`src/hw/rtl/sbe_pkg.sv`:
```
// ----------------------------------------------------------------------------
// sbe_pkg
// Shared types and codes for the stack bytecode executor.
// ----------------------------------------------------------------------------
`default_nettype none

package sbe_pkg;

	typedef enum logic [4:0] {
		OPC_NOP      = 5'd0,
		OPC_PUSH     = 5'd1,
		OPC_POP      = 5'd2,
		OPC_DUP      = 5'd3,
		OPC_LOAD     = 5'd4,
		OPC_STORE    = 5'd5,
		OPC_LDGLOB   = 5'd6,
		OPC_STGLOB   = 5'd7,
		OPC_ADD      = 5'd8,
		OPC_SUB      = 5'd9,
		OPC_MUL      = 5'd10,
		OPC_DIV      = 5'd11,
		OPC_MOD      = 5'd12,
		OPC_NEG      = 5'd13,
		OPC_EQ       = 5'd14,
		OPC_NEQ      = 5'd15,
		OPC_LT       = 5'd16,
		OPC_GT       = 5'd17,
		OPC_LEQ      = 5'd18,
		OPC_GEQ      = 5'd19,
		OPC_JMP      = 5'd20,
		OPC_JZ       = 5'd21,
		OPC_JNZ      = 5'd22,
		OPC_CALL     = 5'd23,
		OPC_RET      = 5'd24,
		OPC_RETVAL   = 5'd25,
		OPC_ENTER    = 5'd26,
		OPC_PRINT    = 5'd27,
		OPC_PRINTSTR = 5'd28,
		OPC_HALT     = 5'd29
	} opcode_t;

	typedef enum logic [3:0] {
		ERR_NONE      = 4'd0,
		ERR_OVERFLOW  = 4'd1,
		ERR_UNDERFLOW = 4'd2,
		ERR_NO_FRAME  = 4'd3,
		ERR_BAD_LOCAL = 4'd4,
		ERR_DIV_ZERO  = 4'd5,
		ERR_BAD_FUNC  = 4'd6,
		ERR_CALL_OVF  = 4'd7,
		ERR_ILLEGAL   = 4'd8,
		ERR_BAD_JUMP  = 4'd9,
		ERR_NO_MAIN   = 4'd10
	} err_t;

	localparam logic OP_START = 1'b0;
	localparam logic OP_EXEC  = 1'b1;

	localparam logic [1:0] CFG_PROG_LEN   = 2'd0;
	localparam logic [1:0] CFG_MAIN_PC    = 2'd1;
	localparam logic [1:0] CFG_FUNC_COUNT = 2'd2;

	typedef struct packed {
		logic latch;
		logic rd_a;
		logic rd_b;
		logic div_start;
		logic commit;
	} sbe_cmd_t;

	typedef struct packed {
		logic div_op;
		logic div_done;
		logic out_free;
	} sbe_sts_t;

	typedef struct packed {
		logic [3:0]  error_code;
		logic [31:0] print_value;
		logic        print_is_string;
		logic        print_valid;
		logic [31:0] exit_value;
		logic        running;
		logic [15:0] next_pc;
	} sbe_res_t;

endpackage

`default_nettype wire

```
`src/hw/rtl/sbe_ctrl.sv`:
```
// ----------------------------------------------------------------------------
// sbe_ctrl
// Sequencer: operand reads, optional division wait, commit into the
// result register.
// ----------------------------------------------------------------------------
`default_nettype none

module sbe_ctrl
	import sbe_pkg::*;
(
	input  wire logic     clk,
	input  wire logic     arst_n,
	input  wire logic     in_valid,
	output logic          in_ready,
	input  wire sbe_sts_t sts,
	output sbe_cmd_t      cmd
);

	typedef enum logic [5:0] {
		S_IDLE = 6'b000001,
		S_RDA  = 6'b000010,
		S_RDB  = 6'b000100,
		S_DIVS = 6'b001000,
		S_DIVW = 6'b010000,
		S_EXEC = 6'b100000
	} state_t;

	state_t state_q, state_d;

	always_comb begin
		state_d       = state_q;
		cmd           = '0;
		in_ready      = 1'b0;
		unique case (state_q)
			S_IDLE: begin
				in_ready  = 1'b1;
				cmd.latch = in_valid;
				if (in_valid) state_d = S_RDA;
			end
			S_RDA: begin
				cmd.rd_a = 1'b1;
				state_d  = S_RDB;
			end
			S_RDB: begin
				cmd.rd_b = 1'b1;
				state_d  = sts.div_op ? S_DIVS : S_EXEC;
			end
			S_DIVS: begin
				cmd.div_start = 1'b1;
				state_d       = S_DIVW;
			end
			S_DIVW: begin
				if (sts.div_done) state_d = S_EXEC;
			end
			S_EXEC: begin
				if (sts.out_free) begin
					cmd.commit = 1'b1;
					state_d    = S_IDLE;
				end
			end
			default: state_d = S_IDLE;
		endcase
	end

	always_ff @(posedge clk or negedge arst_n) begin
		if (!arst_n) begin
			state_q <= S_IDLE;
		end else begin
			state_q <= state_d;
		end
	end

	a_accept_idle: assert property (@(posedge clk) disable iff (!arst_n)
		cmd.latch |=> state_q == S_RDA) else $error("beat taken outside idle");

	a_commit_free: assert property (@(posedge clk) disable iff (!arst_n)
		cmd.commit |-> sts.out_free) else $error("result overwritten");

	a_div_wait: assert property (@(posedge clk) disable iff (!arst_n)
		cmd.div_start |=> state_q == S_DIVW) else $error("divider not awaited");

endmodule

`default_nettype wire

```
`config.mk`:
```
export PLATFORM = sky130hd
export DESIGN_NAME = sbe_ctrl
export DESIGN_NICKNAME = d
export VERILOG_FILES = /design/src/hw/rtl/sbe_pkg.sv /design/src/hw/rtl/sbe_ctrl.sv
export SDC_FILE = /design/constraint.sdc
export NUM_CORES = 1
export LEC_CHECK = 0
export BUFFER_PORTS_ARGS = -buffer_cell sky130_fd_sc_hd__buf_2
export CAP_MARGIN = 20
export CORE_AREA = 2 2 39 41
export DETAILED_ROUTE_END_ITERATION = 12
export DIE_AREA = 0 0 41 43
export PLACE_DENSITY = 0.54
export SYNTH_ARGS = -nofsm -noshare
export SYNTH_HDL_FRONTEND = slang
export SYNTH_SLANG_ARGS = --single-unit
```
`constraint.sdc`:
```
create_clock -name clk -period 1.53 [get_ports clk]
set_clock_uncertainty 0.2 [all_clocks]
set_input_delay 0.0765 -clock clk [delete_from_list [all_inputs] [get_ports clk]]
set_output_delay 0.0765 -clock clk [all_outputs]
set_load 0.05 [all_outputs]
```
==> impl_metrics.toml <==
[detailed_routing]
vias = 411
post_drt_wl_per_cell_um = 11.5
drc = 0
vias_per_cell = 4.52
drt-pass1-iter-count = 2
drt_iter0_markers = 2
ant_nets = 0
drt-total-wl_mm = 1.05

[synthesis]
synthFlopType = "dfrtp_1"
ys_async_sr_fraction_pct = 100
syn_inst = 40
synth-seq-cells = 6
syn_area_um2 = 370
seq_area_frac_synth_pct = 40.9
ys_types = 23
syn-num-nets = 46
syn_area_per_cell_um2 = 9.26
synth_edf_count = 0
yosysWarnings = 0

[final_layout]
diodes = 0
largest_reg_flops = 6
syn2layout_area_growth_pct = 94.9
post-route-util_pct = 52.2
top_regs = "state_q: 6 flops"
regMostFlops = "state_q"
layout-drive-gt1-share_pct = 54.7
nNetsFinal = 82

[sta]
finalWorstSetupSlack_ns = -0.122
finalSetupViolCount = 4
hold_viol_final = 0
max_slew_margin_pct = 84.5
hold_ws_ns = 0.118
final.period_utilization_pct = 108
slew_viol_final = 0
rsz0062_at_grt = "yes"
worstMarginPinSlew_ns = 0.232
finalCriticalPeriod_ns = 1.65
fmax_mhz = 605

[flow_run]
maxCapViolCount = 0

[critical_path]
crit_arrival_ns = 1.38
worstSetupEndpointType = "primary output"
crit_required_ns = 1.25
worst_setup_path_start_kind = "register"
critical_path_class = "reg2out"
cp_max_fo = 3

[clock_tree]
cts_buffer_depth = 2
clkTransAtPathRegs_ns = 0.05
root_buffer = "clkbuf_4"
cts_buffers = 3
clk_latency_ns = 0.24
htreeDepth = 1
cts_tree = "yes"
cts.sinks = 6

[pwr]
leakage_nw = 0.341
powerDensity_nw_per_um2 = 1620
finalPower_mw = 1.17
ir_drop_v = 0.000699

[global_routing]
grt_usage_pct = 13.3
overflow = 0
antenna_found_initial = 0
grt_max_degree = 6
grt_pass1_vias = 401
grt_pass1_wl_mm = 1.54

[die]
fp.dieW_um = 41
die_y_um = 43
num_rows = 14
num_io_pins = 12
core-area_um2 = 1380
dieArea_um2 = 1760
start_util_pct = 26.8

[status]
status = "finished, violations left"
violations = "negative setup slack"

[placement]
dp_hpwl_um = 710
place_congestion = 0.700
portBuffers = 11

[hold_path]
min_path_type = "in2async"
-- routing by layer --
layer	part of all wire, %	routed length [µm]	global-route usage, %
met1	41	430	13.9
met4	0	0	6.00
met3	2.7	28	3.14
met2	56	586	23.1
met5	0	0	0
-- cells in the mapped netlist (2+ instances only) --
cell	count	share of area (%)
a21oi_1	3	4.1
and2_1	3	5.1
and4b_2	2	6.1
dfrtp_1	5	34
inv_1	2	2.0
nand2b_1	2	3.4
nor2_1	4	4.1
nor3b_1	2	4.1
o21ai_0	3	4.1
-- cells in the final DEF, fill, tap and decap left out, drive strengths merged, types with 3 or more instances in the layout --
cell type	synthesis	layout
buf	0	25
dlygate4sd3	0	6
dfrtp	5	5
nor2	5	5
clkbuf	0	4
a21oi	3	3
inv	3	3
and2	3	3
o21ai	3	3
nor3b	3	3
-- final timing paths --
check	start	endpoint	slack, ns	cells after the start
worst min-delay path	arst_n	state_q[0]	0.12	2
min in group clk	sts[2]	state_q[3]	0.38	3
max in group asynchronous	arst_n	state_q[1]	0.36	3
worst min register to register	state_q[2]	state_q[4]	0.43	2
worst max register to register	state_q[3]	state_q[0]	0.05	6
worst max-delay path	state_q[5]	cmd[3]	-0.12	5
-- layout make-up --
class | count | area (µm²)
Fill cell | 132 | 662
Tap cell | 16 | 20.0
Timing Repair Buffer | 31 | 273
Inverter | 3 | 11.3
Clock buffer | 4 | 26.3
Multi-Input combinational cell | 31 | 240
Sequential cell | 6 | 151
-- kinds of logic (layout without fill, tap and decap cells) --
logic type / Yosys count / after routing / synth area share [%]
xor+xnor: 1 / 1 / 2.37
simple gates: 21 / 21 / 39.5
compound gates: 9 / 9 / 14.2
flops: 6 / 6 / 40.9
buf+inv: 3 / 38 / 3.04
-- stage by stage --
step	instances	TNS (ns)	cell area (µm²)	setup WS, ns
after floorplan	40	-0.543	387	-0.295
after global placement	76	0	529	0.0448
after detailed placement	76	0	529	0.0202
after CTS	90	-0.378	703	-0.114
after global routing	91	-0.772	722	-0.180
final	91	-0.421	722	-0.122
-- repair_timing --
action	4_1_cts	5_1_grt
setup endpoints to repair	6	8
pin swaps	2	3
gates resized for setup	18	4
hold buffers	6	0
buffers inserted	4	1
hold endpoints to repair	11	0
-- critical path: stages (launching register included) --
cell	delay, ns
dfrtp_1	0.39
nor2_2	0.16
nand2_2	0.09
buf_4	0.14
nor3b_2	0.17
buf_6	0.18
-- report_power, final --
part / switching, mW / internal, mW
clock: 0.0569 / 0.0988
combinational: 0.379 / 0.386
sequential: 0.0408 / 0.206
total: 0.477 / 0.690
Note: power is estimated with default switching activity, not from simulation.
